### config.mk
export PLATFORM = sky130hd
export DESIGN_NAME = spectral_brightness_ratio
export DESIGN_NICKNAME = d
export VERILOG_FILES = /design/src/rtl/core/sbr_pkg.sv /design/src/rtl/core/spectral_brightness_ratio.sv /design/src/rtl/core/sbr_ctrl.sv /design/src/rtl/core/sbr_datapath.sv
export VERILOG_INCLUDE_DIRS = /design/src /design/src/rtl/core
export SDC_FILE = /design/constraint.sdc
export NUM_CORES = 1
export LEC_CHECK = 0
export ABC_AREA = 0
export BUFFER_PORTS_ARGS = -buffer_cell sky130_fd_sc_hd__buf_2
export CAP_MARGIN = 20
export CORE_MARGIN = 10
export CORE_UTILIZATION = 35
export DETAILED_ROUTE_END_ITERATION = 16
export PLACE_DENSITY = 0.6
export SYNTH_ARGS = -nofsm -noshare
export SYNTH_HDL_FRONTEND = slang
export SYNTH_HIERARCHICAL = 1
export SYNTH_SLANG_ARGS = --single-unit
### constraint.sdc
create_clock -name clk_i -period 5.35 [get_ports clk_i]
set_input_delay 0.535 -clock clk_i [delete_from_list [all_inputs] [get_ports clk_i]]
set_output_delay 0.535 -clock clk_i [all_outputs]
set_load 0.01 [all_outputs]
### src/rtl/core/spectral_brightness_ratio_defines.svh
// Assertion macros shared by the spectral brightness ratio RTL.
`ifndef SPECTRAL_BRIGHTNESS_RATIO_DEFINES_SVH
`define SPECTRAL_BRIGHTNESS_RATIO_DEFINES_SVH

// Check that cons holds in the same cycle as ante.
`define SBR_ASSERT_NOW(label, clk, rstn, ante, cons, msg) \
  label: assert property (@(posedge clk) disable iff (!rstn) (ante) |-> (cons)) \
    else $error(msg);

// Check that cons holds in the cycle after ante.
`define SBR_ASSERT_NEXT(label, clk, rstn, ante, cons, msg) \
  label: assert property (@(posedge clk) disable iff (!rstn) (ante) |=> (cons)) \
    else $error(msg);

`endif

### src/rtl/core/sbr_pkg.sv
// Package with constants, types and FSM encoding for the spectral brightness ratio block.
`default_nettype none
package sbr_pkg;

  localparam int MAG_BITS     = 16;
  localparam int FRAC_BITS    = 16;
  localparam int MAX_BINS_DEF = 4096;
  localparam int CUT_W        = 12;
  localparam int ACC_W        = 44;
  localparam int BRIGHT_W     = FRAC_BITS + 1;
  localparam int CNT_W        = 16;
  localparam int IN_DATA_W    = ((MAG_BITS + 7) / 8) * 8;
  localparam int OUT_RAW_W    = BRIGHT_W + 1 + 2 * CNT_W;
  localparam int OUT_DATA_W   = ((OUT_RAW_W + 7) / 8) * 8;
  localparam int STEP_W       = $clog2(FRAC_BITS + 1);

  typedef enum logic [2:0] {
    ST_ACCUM,
    ST_DRAIN,
    ST_LOAD,
    ST_DIVIDE,
    ST_STORE
  } sbr_state_e;

  typedef struct packed {
    logic bin_take;
    logic div_load;
    logic div_step;
    logic result_load;
  } sbr_cmd_t;

  typedef struct packed {
    logic out_stall;
  } sbr_sts_t;

endpackage
`default_nettype wire

### src/rtl/core/spectral_brightness_ratio.sv
// Top level of the spectral brightness ratio block.
`default_nettype none
// Takes one magnitude bin per cycle while a frame streams in; each bin is squared
// and summed into total and high band energy (bins at or above cutoff_bin, plus
// the last bin). After the last bin transfer the block holds s_tready low while
// a pipeline drain state, a load state, a restoring divider producing one
// quotient bit per cycle, and a store state run; the store waits while the
// previous result still sits unread in the output register. Results hold
// brightness = high/total in Q1.16 (zero energy gives 0), a peak flag, and
// saturating peak and frame counts. cutoff_bin must be written through the cfg
// port only while no frame is in progress; the block itself does not enforce it.
module spectral_brightness_ratio #(
  parameter int MAX_BINS = sbr_pkg::MAX_BINS_DEF
) (
  input  wire logic                          clk_i,
  input  wire logic                          rst_ni,
  input  wire logic                          cfg_valid_i,
  output logic                               cfg_ready_o,
  input  wire logic [sbr_pkg::CUT_W-1:0]     cfg_data_i,    // cutoff_bin
  input  wire logic                          s_tvalid_i,
  output logic                               s_tready_o,
  input  wire logic [sbr_pkg::IN_DATA_W-1:0] s_tdata_i,     // magnitude
  input  wire logic                          s_tlast_i,
  input  wire logic                          s_tuser_i,     // sequence_start
  output logic                               m_tvalid_o,
  input  wire logic                          m_tready_i,
  // brightness, peak, peak_count, frame_count, zero pad
  output logic [sbr_pkg::OUT_DATA_W-1:0]     m_tdata_o
);
  import sbr_pkg::*;

  sbr_cmd_t cmd;
  sbr_sts_t sts;

  assign cfg_ready_o = 1'b1;

  sbr_ctrl u_ctrl (
    .clk_i      (clk_i),
    .rst_ni     (rst_ni),
    .s_tvalid_i (s_tvalid_i),
    .s_tlast_i  (s_tlast_i),
    .s_tready_o (s_tready_o),
    .cmd_o      (cmd),
    .sts_i      (sts)
  );

  sbr_datapath #(
    .MAX_BINS (MAX_BINS)
  ) u_datapath (
    .clk_i       (clk_i),
    .rst_ni      (rst_ni),
    .cfg_valid_i (cfg_valid_i),
    .cfg_data_i  (cfg_data_i),
    .s_tdata_i   (s_tdata_i),
    .s_tlast_i   (s_tlast_i),
    .s_tuser_i   (s_tuser_i),
    .m_tvalid_o  (m_tvalid_o),
    .m_tready_i  (m_tready_i),
    .m_tdata_o   (m_tdata_o),
    .cmd_i       (cmd),
    .sts_o       (sts)
  );

endmodule
`default_nettype wire

### src/rtl/core/sbr_ctrl.sv
// Controller FSM: bin intake, drain, divide sequencing and result store.
`default_nettype none
`include "spectral_brightness_ratio_defines.svh"
module sbr_ctrl (
  input  wire logic           clk_i,
  input  wire logic           rst_ni,
  input  wire logic           s_tvalid_i,
  input  wire logic           s_tlast_i,
  output logic                s_tready_o,
  output sbr_pkg::sbr_cmd_t   cmd_o,
  input  wire sbr_pkg::sbr_sts_t sts_i
);
  import sbr_pkg::*;

  sbr_state_e        state_q, state_d;
  logic [STEP_W-1:0] step_q, step_d;

  always_ff @(posedge clk_i or negedge rst_ni) begin
    if (!rst_ni) begin
      state_q <= ST_ACCUM;
      step_q  <= '0;
    end else begin
      state_q <= state_d;
      step_q  <= step_d;
    end
  end

  always_comb begin
    state_d    = state_q;
    step_d     = step_q;
    s_tready_o = 1'b0;
    cmd_o      = '0;
    unique case (state_q)
      ST_ACCUM: begin
        s_tready_o     = 1'b1;
        cmd_o.bin_take = s_tvalid_i;
        if (s_tvalid_i && s_tlast_i) begin
          state_d = ST_DRAIN;
        end
      end
      ST_DRAIN: begin
        state_d = ST_LOAD;
      end
      ST_LOAD: begin
        cmd_o.div_load = 1'b1;
        step_d         = '0;
        state_d        = ST_DIVIDE;
      end
      ST_DIVIDE: begin
        cmd_o.div_step = 1'b1;
        step_d         = step_q + STEP_W'(1);
        if (step_q == STEP_W'(FRAC_BITS - 1)) begin
          state_d = ST_STORE;
        end
      end
      ST_STORE: begin
        if (!sts_i.out_stall) begin
          cmd_o.result_load = 1'b1;
          state_d           = ST_ACCUM;
        end
      end
      default: begin
        state_d = ST_ACCUM;
      end
    endcase
  end

  `SBR_ASSERT_NEXT(a_last_drains, clk_i, rst_ni,
                   s_tvalid_i && s_tready_o && s_tlast_i, state_q == ST_DRAIN,
                   "last bin transfer did not start the drain")
  `SBR_ASSERT_NOW(a_store_no_stall, clk_i, rst_ni,
                  cmd_o.result_load, !sts_i.out_stall,
                  "result stored while output register is blocked")
  `SBR_ASSERT_NOW(a_step_bound, clk_i, rst_ni,
                  cmd_o.div_step, step_q < STEP_W'(FRAC_BITS),
                  "divide ran past its bit count")

endmodule
`default_nettype wire

### src/rtl/core/sbr_datapath.sv
// Datapath: squaring, saturating energy accumulators, restoring divider and result register.
`default_nettype none
`include "spectral_brightness_ratio_defines.svh"
module sbr_datapath #(
  parameter int MAX_BINS = sbr_pkg::MAX_BINS_DEF
) (
  input  wire logic                         clk_i,
  input  wire logic                         rst_ni,
  input  wire logic                         cfg_valid_i,
  input  wire logic [sbr_pkg::CUT_W-1:0]    cfg_data_i,
  input  wire logic [sbr_pkg::IN_DATA_W-1:0] s_tdata_i,
  input  wire logic                         s_tlast_i,
  input  wire logic                         s_tuser_i,
  output logic                              m_tvalid_o,
  input  wire logic                         m_tready_i,
  output logic [sbr_pkg::OUT_DATA_W-1:0]    m_tdata_o,
  input  wire sbr_pkg::sbr_cmd_t            cmd_i,
  output sbr_pkg::sbr_sts_t                 sts_o
);
  import sbr_pkg::*;

  localparam int IDX_W  = $clog2(MAX_BINS);
  localparam int CMP_W  = (IDX_W > CUT_W) ? IDX_W : CUT_W;
  localparam int SQ_W   = 2 * MAG_BITS;
  localparam int PK_W   = BRIGHT_W + 2;
  localparam logic [IDX_W-1:0] IDX_MAX = IDX_W'(MAX_BINS - 1);

  logic [CUT_W-1:0]     cutoff_q;
  logic [IDX_W-1:0]     bin_idx_q, bin_idx_d;
  logic                 sq_vld_q;
  logic [SQ_W-1:0]      sq_q;
  logic                 hi_sel_q;
  logic [ACC_W-1:0]     total_q, total_d, high_q, high_d;
  logic                 have_prev_q, have_prev_d;
  logic [BRIGHT_W-1:0]  prev_q;
  logic [CNT_W-1:0]     peaks_q, peaks_d, frames_q, frames_d;
  logic [ACC_W-1:0]     rem_q, den_q;
  logic [FRAC_BITS-1:0] quo_q;
  logic                 zero_q, full_q;
  logic                 out_vld_q;
  logic [BRIGHT_W-1:0]  out_bright_q;
  logic                 out_peak_q;
  logic [CNT_W-1:0]     out_peaks_q, out_frames_q;

  logic [MAG_BITS-1:0]  mag;
  logic                 hi_sel;
  logic [ACC_W:0]       total_sum, high_sum, rem_sh, rem_sub;
  logic                 rem_ge;
  logic [BRIGHT_W-1:0]  bright;
  logic                 peak;

  assign mag    = s_tdata_i[MAG_BITS-1:0];
  assign hi_sel = (CMP_W'(bin_idx_q) >= CMP_W'(cutoff_q)) || s_tlast_i;

  always_ff @(posedge clk_i or negedge rst_ni) begin
    if (!rst_ni) begin
      cutoff_q <= '0;
    end else if (cfg_valid_i) begin
      cutoff_q <= cfg_data_i;
    end
  end

  // square stage
  always_ff @(posedge clk_i or negedge rst_ni) begin
    if (!rst_ni) begin
      sq_vld_q <= 1'b0;
    end else begin
      sq_vld_q <= cmd_i.bin_take;
    end
  end

  always_ff @(posedge clk_i) begin
    if (cmd_i.bin_take) begin
      sq_q     <= SQ_W'(mag) * SQ_W'(mag);
      hi_sel_q <= hi_sel;
    end
  end

  always_comb begin
    bin_idx_d = bin_idx_q;
    if (cmd_i.bin_take) begin
      if (s_tlast_i) begin
        bin_idx_d = '0;
      end else if (bin_idx_q != IDX_MAX) begin
        bin_idx_d = bin_idx_q + IDX_W'(1);
      end
    end
  end

  always_comb begin
    have_prev_d = have_prev_q;
    if (cmd_i.result_load) begin
      have_prev_d = 1'b1;
    end else if (cmd_i.bin_take && (bin_idx_q == '0) && s_tuser_i) begin
      have_prev_d = 1'b0;
    end
  end

  // saturating accumulate
  assign total_sum = (ACC_W + 1)'(total_q) + (ACC_W + 1)'(sq_q);
  assign high_sum  = (ACC_W + 1)'(high_q) + (ACC_W + 1)'(sq_q);

  always_comb begin
    total_d = total_q;
    high_d  = high_q;
    if (cmd_i.div_load) begin
      total_d = '0;
      high_d  = '0;
    end else if (sq_vld_q) begin
      total_d = total_sum[ACC_W] ? '1 : total_sum[ACC_W-1:0];
      if (hi_sel_q) begin
        high_d = high_sum[ACC_W] ? '1 : high_sum[ACC_W-1:0];
      end
    end
  end

  always_ff @(posedge clk_i or negedge rst_ni) begin
    if (!rst_ni) begin
      bin_idx_q   <= '0;
      total_q     <= '0;
      high_q      <= '0;
      have_prev_q <= 1'b0;
      prev_q      <= '0;
      peaks_q     <= '0;
      frames_q    <= '0;
    end else begin
      bin_idx_q   <= bin_idx_d;
      total_q     <= total_d;
      high_q      <= high_d;
      have_prev_q <= have_prev_d;
      if (cmd_i.result_load) begin
        prev_q   <= bright;
        peaks_q  <= peaks_d;
        frames_q <= frames_d;
      end
    end
  end

  // restoring divider, one quotient bit per step
  assign rem_sh  = {rem_q, 1'b0};
  assign rem_ge  = rem_sh >= {1'b0, den_q};
  assign rem_sub = rem_sh - {1'b0, den_q};

  always_ff @(posedge clk_i) begin
    if (cmd_i.div_load) begin
      rem_q  <= high_q;
      den_q  <= total_q;
      quo_q  <= '0;
      zero_q <= (total_q == '0);
      full_q <= (high_q >= total_q);
    end else if (cmd_i.div_step) begin
      rem_q <= rem_ge ? rem_sub[ACC_W-1:0] : rem_sh[ACC_W-1:0];
      quo_q <= {quo_q[FRAC_BITS-2:0], rem_ge};
    end
  end

  always_comb begin
    if (zero_q) begin
      bright = '0;
    end else if (full_q) begin
      bright = BRIGHT_W'(1) << FRAC_BITS;
    end else begin
      bright = {1'b0, quo_q};
    end
  end

  assign peak = have_prev_q &&
                (PK_W'({bright, 1'b0}) > (PK_W'(prev_q) + PK_W'({prev_q, 1'b0})));

  always_comb begin
    peaks_d  = peaks_q;
    frames_d = frames_q;
    if (peak && (peaks_q != '1)) begin
      peaks_d = peaks_q + CNT_W'(1);
    end
    if (frames_q != '1) begin
      frames_d = frames_q + CNT_W'(1);
    end
  end

  // output register
  always_ff @(posedge clk_i or negedge rst_ni) begin
    if (!rst_ni) begin
      out_vld_q <= 1'b0;
    end else if (cmd_i.result_load) begin
      out_vld_q <= 1'b1;
    end else if (m_tready_i) begin
      out_vld_q <= 1'b0;
    end
  end

  always_ff @(posedge clk_i) begin
    if (cmd_i.result_load) begin
      out_bright_q <= bright;
      out_peak_q   <= peak;
      out_peaks_q  <= peaks_d;
      out_frames_q <= frames_d;
    end
  end

  assign sts_o.out_stall = out_vld_q && !m_tready_i;
  assign m_tvalid_o      = out_vld_q;
  assign m_tdata_o       = OUT_DATA_W'({out_frames_q, out_peaks_q, out_peak_q, out_bright_q});

  `SBR_ASSERT_NOW(a_high_le_total, clk_i, rst_ni,
                  1'b1, high_q <= total_q,
                  "high band energy exceeds total energy")
  `SBR_ASSERT_NEXT(a_load_clears, clk_i, rst_ni,
                   cmd_i.div_load, (total_q == '0) && (high_q == '0),
                   "accumulators not cleared when divide starts")
  `SBR_ASSERT_NOW(a_peaks_le_frames, clk_i, rst_ni,
                  1'b1, peaks_q <= frames_q,
                  "peak count exceeds frame count")

endmodule
`default_nettype wire
==> qor.yml, run 1 <==
power_and_ir_drop:
  combPwrFrac_pct: 69.4
  switching_share_pct: 42.84
  leakagePower_nw: 16.44
  p_int_mw: 14.33
  clock_power_share_pct: 11.3
  power_density_mw_per_mm2: 705.5
  ir_drop_uv: 660.8
  switching_power_mw: 10.74
  pwr-share-seq_pct: 19.3
  power_mw: 25.07
finish:
  syn_to_final_growth_pct: 16.67
  fillers: 8401
  stdcell_count: 4585
  finalInstanceArea_mm2: 0.03554
  finish.utilization_pct: 41.03
  multi_input_area_mm2: 0.01926
  diodes: 0
  seqCellArea_mm2: 0.009789
  drive_gt1_share_pct: 16.12
  nNetsFinal: 3905
critical_path:
  worstPathCellList: "buf_8 > buf_12 > and2_4 > fa_1 > inv_1 > fa_2 > inv_1 > fa_1 > fa_2 > fa_1 > inv_1 > fa_1 > inv_2 > ha_4 > a21o_1 > a21o_1 > a21oi_2 > o22ai_2 > a21oi_2 > a311oi_2 > nand4_1 > nand4_1 > a211o_1 > o211ai_1"
  critPathKind: "in2reg"
  crit_path_frequent_cell: "fa_1"
  reg2reg_to: "u_datapath/peaks_q[1]"
  worstSetupEndpointType: "flop"
  worstPathArrival_ns: 5.91
  crit_path_max_fanout: 7
  r2r-start: "u_datapath/prev_q[1]"
  ff2ff_path_depth: 23
  crit_family: "adder cells"
  cp.required_ns: 5.76
  rrSetupSlack_ns: 0.33
  critPathLaunchType: "input port"
  slowest_stage: "fa_1"
  cp.buffers_inverters: 6
  max_stage_delay_ns: 0.53
timing:
  hold_viol: 0
  timing.fmax_mhz: 182.0
  setup_viol: 5
  postLayoutSetupSlackWorst_ns: -0.1452
  rsz0062_at_grt: "true"
  slew_violations: 0
  period_minus_slack_ns: 5.495
  holdWs_ns: 0.1743
  slew-limit-headroom_pct: 36.52
  period_share_pct: 102.7
  fin_skew_ns: 0.03288
  tightest_slew_ns: 0.9502
global_route:
  antenna_found_initial: 0
  grt_pass1_vias: 22703
  grt_pass1_wl_um: 118100
  grt_util_all_layers_pct: 14.26
  grt_start_max_net_pins: 71
  grt_overflow_total: 0
floorplanning:
  fp.dieH_um: 315.0
  rows: 108
  io_pins: 94
  start_util_pct: 35.17
  die_width_um: 315.0
  die_area_mm2: 0.09924
  coreArea_mm2: 0.08662
synth:
  ys_seq_area_share_pct: 32.13
  async_flop_share_pct: 47.78
  yosys.area.top_type: "edfxtp_1"
  synth.avg_cell_area_um2: 9.553
  syn_area_mm2: 0.03046
  synth_flop_cell: "edfxtp_1"
  ys_ff_latch: 360
  yosys_warnings: 6
  ys_types: 88
  synth_edf_count: 172
  synth_commonest_cells: "391 x inv_1, 306 x ha_1, 248 x nor2_1"
  syn_inst: 3189
  ys_top_cells_by_area: "edfxtp_1 17%, dfrtp_1 14%, ha_1 13%"
  synthMostInstantiatedCell: "inv_1"
  synth_top_area_share_pct: 16.95
place:
  dp.final_hpwl_um: 57080
  portBuffers: 86
  gp_congestion: 0.8961
  dp.cells: 4490
  place_area_mm2: 0.03338
worst_hold_path:
  min_from: "cfg_data_i[1]"
  min_to: "u_datapath/cutoff_q[1]"
  hold-path-cell-count: 3
  hold_class: "in2reg"
detailed_routing:
  drc: 0
  routed_wirelength_um: 71490
  vias_per_cell: 4.955
  vias: 22719
  postRouteAntennaNets: 0
  post_drt_wl_per_cell_um: 15.59
  drt-initial-drc-count: 1262
  dr.pass1.iters: 5
clock_network:
  numCtsBuffers: 40
  numClockSinks: 360
  clk_pin_slew_ns: 0.06
  cts_tree: "yes"
  insertion_delay_ns: 0.58
  clockBufferDepth: 3
  cts_root_buf: "clkbuf_16"
  h-tree-depth: 2
outcome:
  violations: "setup timing"
  status: "complete, but fails checks"
flow_run:
  cap_violations: 0
[worst register-to-register path, stage by stage (launching register included)]
cell and delay (ns):
dfrtp_1 0.43, ha_1 0.23, fa_1 0.40, a21o_1 0.19, a21oi_2 0.17, o21bai_1 0.08, a21oi_1 0.22, o21ai_1 0.17
a2111oi_2 0.39, buf_4 0.17, nor3_1 0.04, nor2_1 0.13, xor2_1 0.17, ha_1 0.26, a21o_1 0.16, a21o_1 0.17
a21o_1 0.16, a21o_1 0.17, a221oi_1 0.30, a211o_1 0.22, a21oi_2 0.06, buf_6 0.18, nand2_1 0.11, mux2_2 0.34
[cell usage in the layout (no fill, tap or decap), types with 64 or more instances in the layout]
master / instances
inv_1: 371
ha_1: 291
nor2_1: 242
nand2_1: 225
dfrtp_1: 172
edfxtp_1: 172
buf_4: 166
a21oi_1: 164
fa_1: 158
xnor2_1: 126
a21o_1: 96
o21ai_0: 94
and2_1: 78
xor2_1: 75
buf_2: 70
mux2_2: 65
nand3_1: 64
[through the flow]
| step | setup slack [ns] | TNS, ns |
|---|---|---|
| after global placement | -1.002 | -12.92 |
| after CTS | -0.1641 | -0.4815 |
| final | -0.1452 | -0.4190 |
| after detailed placement | -1.032 | -13.82 |
| after global routing | -0.3587 | -2.101 |
| after floorplan | -0.4860 | -4.270 |
[worst max path at each step]
stage / start / endpoint / slack [ns] / cells past startpoint
global route: s_tdata_i[0] / u_datapath/sq_q[31] / -0.36 / 24
global placement: s_tdata_i[8] / u_datapath/sq_q[28] / -1.00 / 25
floorplan: s_tdata_i[1] / u_datapath/sq_q[30] / -0.49 / 25
CTS: s_tdata_i[1] / u_datapath/sq_q[30] / -0.16 / 25
detailed placement: s_tdata_i[8] / u_datapath/sq_q[28] / -1.03 / 25
finish: s_tdata_i[6] / u_datapath/sq_q[30] / -0.15 / 24
[cell families (layout without fill, tap and decap cells)]
kind of cell / Yosys count / after routing / share of synthesized area, %
DFF: 360 / 360 / 32.13
adders and majority gates: 472 / 472 / 23.48
xor gates and xnor gates: 203 / 203 / 5.836
other: 2 / 7 / 0.02465
muxes: 88 / 88 / 3.158
buffers and inverters: 507 / 743 / 6.641
and+or+nand+nor: 909 / 909 / 14.31
AOI/OAI and AO/OA: 648 / 648 / 14.42
[repair_timing]
action | in CTS | in global routing
gates resized for setup | 102 | 48
cloned | 1 | 1
setup endpoints to repair | 14 | 46
buffers inserted | 12 | 6
endpoints found under the hold margin | 54 | 0
hold buffers | 1 | 0
pin swaps | 72 | 28
[power groups by stage]
stage	registers, mW	logic (mW)	clock network [mW]
3_5_place_dp	4.89	16.2	0
2_1_floorplan	4.60	11.7	0
5_1_grt	4.92	19.5	3.02
3_3_place_gp	4.87	16.0	0
6_report	4.84	17.4	2.83
4_1_cts	4.85	17.1	2.91
[metal layers]
layer,vias to the layer above,global-route usage [%],routed length [µm]
li1,11538,-,-
met1,10769,19.41,34110
met2,323,23.80,33430
met3,89,1.467,2149
met4,0,3.976,1804
met5,-,0,0
[registers in the layout, indices dropped and copies added, names as in the netlist, 3 cells and up]
register / cells
u_datapath/den_q: 44
u_datapath/cutoff_q: 12
u_datapath/frames_q: 16
u_datapath/quo_q: 16
u_ctrl/state_q: 3
u_datapath/peaks_q: 16
u_datapath/out_peaks_q: 16
u_datapath/bin_idx_q: 12
u_ctrl/step_q: 5
u_datapath/total_q: 44
u_datapath/out_frames_q: 16
u_datapath/out_bright_q: 17
u_datapath/rem_q: 44
u_datapath/prev_q: 17
u_datapath/sq_q: 31
u_datapath/high_q: 44
[area by class of cell]
| class | instances | area share, % |
|---|---|---|
| well taps | 1155 | 4.066 |
| clock inverters | 13 | 0.4858 |
| inverters | 391 | 4.129 |
| flip-flops and latches | 360 | 27.54 |
| multi-input cells | 2327 | 54.18 |
| repair buffers | 278 | 6.213 |
| clock buffers | 61 | 3.383 |
Note: power is estimated with default switching activity, not from simulation.
==> inputs of run 2 (changes only) <==
--- a/config.mk
+++ b/config.mk
@@ -12,7 +12,7 @@
 export CORE_MARGIN = 10
 export CORE_UTILIZATION = 35
 export DETAILED_ROUTE_END_ITERATION = 16
-export PLACE_DENSITY = 0.6
+export PLACE_DENSITY = 0.49
 export SYNTH_ARGS = -nofsm -noshare
 export SYNTH_HDL_FRONTEND = slang
 export SYNTH_HIERARCHICAL = 1
==> run 2 against run 1 <==
  * The flow still finishes with violations (setup timing)
  * Fmax hardly changed
  * First-iteration DRC count is 7.4% higher
  * Sequential share of layout area is 0.17 points lower
  * Power is 2.5% higher
  * Worst hold slack better by 0.0019 ns
==> qor.yml, run 2 (synthesis gave the netlist of run 1 again) <==
outcome:
  status: "complete, but fails checks"
  violations: "setup timing"
global_route:
  grt_pass1_vias: 23209  # +2.2%
  grt_overflow_total: 0  # unchanged
  grt_pass1_wl_um: 125000  # +5.9%
  antenna_found_initial: 0  # unchanged
  grt_util_all_layers_pct: 15.26  # +0.99 points
  grt_start_max_net_pins: 98  # +38%
timing:
  rsz0062_at_grt: "true"
  slew_violations: 0  # unchanged
  period_share_pct: 102.7  # about the same
  fin_skew_ns: 0.03257  # -0.0003097 ns
  setup_viol: 9  # +4
  period_minus_slack_ns: 5.496  # +0.0009490 ns
  timing.fmax_mhz: 181.9  # about the same
  tightest_slew_ns: 0.9428  # -0.007370 ns
  slew-limit-headroom_pct: 37.00  # +0.48 points
  hold_viol: 0  # unchanged
  postLayoutSetupSlackWorst_ns: -0.1461  # -0.0009490 ns
detailed_routing:
  post_drt_wl_per_cell_um: 16.50  # +5.8%
  postRouteAntennaNets: 0  # unchanged
  vias: 22653  # -0.29%
  vias_per_cell: 4.915  # -0.81%
  drt-initial-drc-count: 1355  # +7.4%
  drc: 0  # unchanged
  dr.pass1.iters: 5  # unchanged
  routed_wirelength_um: 76030  # +6.3%
finish:
  drive_gt1_share_pct: 16.94  # +0.81 points
  finish.utilization_pct: 41.29  # +0.26 points
  nNetsFinal: 3927  # +0.56%
  diodes: 0  # unchanged
  layout_commonest_cell: "inv_1"
  syn_to_final_growth_pct: 17.40
  fillers: 8547  # +1.7%
  final_cell_mix: "366 x inv_1, 293 x ha_1, 241 x nor2_1"
power_and_ir_drop:
  leakagePower_nw: 16.58  # +0.81%
  power_mw: 25.71  # +2.5%
  ir_drop_uv: 605.3  # -8.4%
  power_density_mw_per_mm2: 718.7  # +1.9%
critical_path:
  worstSetupEndpointType: "flop"
  cp.required_ns: 5.75  # about the same
  critPathLaunchType: "input port"
  crit_path_max_fanout: 7  # unchanged
  critPathKind: "in2reg"
  worstPathArrival_ns: 5.90  # about the same
floorplanning:
  start_util_pct: 35.17  # unchanged
  die_area_mm2: 0.09924  # unchanged
  io_pins: 94  # unchanged
  coreArea_mm2: 0.08662  # unchanged
  fp.dieH_um: 315.0  # unchanged
  die_width_um: 315.0  # unchanged
  rows: 108  # unchanged
clock_network:
  insertion_delay_ns: 0.57  # about the same
  clk_pin_slew_ns: 0.06  # about the same
  cts_root_buf: "clkbuf_16"
  numCtsBuffers: 43  # +7.5%
  h-tree-depth: 2  # unchanged
  cts_tree: "yes"
  clockBufferDepth: 3  # unchanged
  numClockSinks: 360  # unchanged
place:
  gp_congestion: 0.8642  # -3.6%
  dp.final_hpwl_um: 60240  # +5.5%
  portBuffers: 86  # unchanged
worst_hold_path:
  hold_class: "in2reg"
flow_run:
  cap_violations: 0  # unchanged
[run 2: what timing repair did]
action,4_1_cts,5_1_grt
setup buffers,10,11
hold buffers,1,0
resized for setup,94,52
pin swaps,72,61
endpoints found under the hold margin,6,0
setup endpoints to repair,33,46
[run 2: area by class of cell]
| class | instances | area, µm² | share of cell area, % |
|---|---|---|---|
| sequential | 360 | 9791 | 27.37 |
| clock buffer | 54 | 1149 | 3.211 |
| tap | 1155 | 1445 | 4.041 |
| clock inverter | 25 | 285.3 | 0.7976 |
| timing repair buffer | 297 | 2399 | 6.706 |
| inverter | 391 | 1470 | 4.111 |
| multi-input combinational | 2327 | 19230 | 53.76 |
[run 2: per-layer routing]
metal  share of wire [%]  GRT usage, %  routed length, µm  up-vias
li1                    -             -                  -    11568
met2                  45         24.44              34090      298
met3                 2.5         1.408               1930      103
met1                  49         21.48              37600    10684
met5                   0             0                  0        -
met4                 3.2         4.849               2407        0
[run 2: stage by stage]
step | setup slack [ns] | TNS, ns | instance area [µm²] | instances | hold slack, ns
global placement | -1.021 | -15.37 | 33610 | 4507 | 0.4702
detailed placement | -1.017 | -16.31 | 33620 | 4508 | 0.4670
CTS | -0.1880 | -0.5822 | 35480 | 4597 | 0.1362
floorplan | -0.4860 | -4.270 | 30810 | 3194 | 0.2394
global route | -0.3616 | -2.750 | 35770 | 4609 | 0.1645
finish | -0.1461 | -0.5612 | 35770 | 4609 | 0.1762
[run 2: report_power, final]
part,switching (mW),internal [mW]
registers,0.649,4.22
logic,9.16,8.69
clock network,1.21,1.78
total,11.0,14.7
[run 2: path summary, 6_finish.rpt]
path                            slack (ns)                      to                 start  cells after the start
worst max-delay path                 -0.15     u_datapath/sq_q[30]          s_tdata_i[3]                     24
worst min-delay path                  0.18  u_datapath/cutoff_q[3]         cfg_data_i[3]                      3
worst max register to register        0.21   u_datapath/peaks_q[1]  u_datapath/prev_q[1]                     24
worst min register to register        0.48        u_ctrl/step_q[4]      u_ctrl/step_q[4]                      2
max in group asynchronous             3.80    u_datapath/high_q[6]                rst_ni                      3
min in group asynchronous             0.53    u_datapath/prev_q[0]                rst_ni                      2
[run 2: critical path: stages]
cell      delay (ns)
buf_6           0.11
buf_12          0.13
and2_4          0.16
fa_1            0.47
inv_1           0.05
fa_1            0.50
inv_1           0.05
fa_1            0.49
fa_1            0.44
fa_1            0.53
inv_2           0.04
fa_1            0.49
inv_2           0.05
ha_4            0.21
and2_4          0.16
a221o_1         0.31
a21oi_2         0.20
o22ai_2         0.09
a21oi_2         0.17
a311oi_2        0.13
nand4_1         0.12
nand4_1         0.12
a211o_1         0.28
o211ai_1        0.09
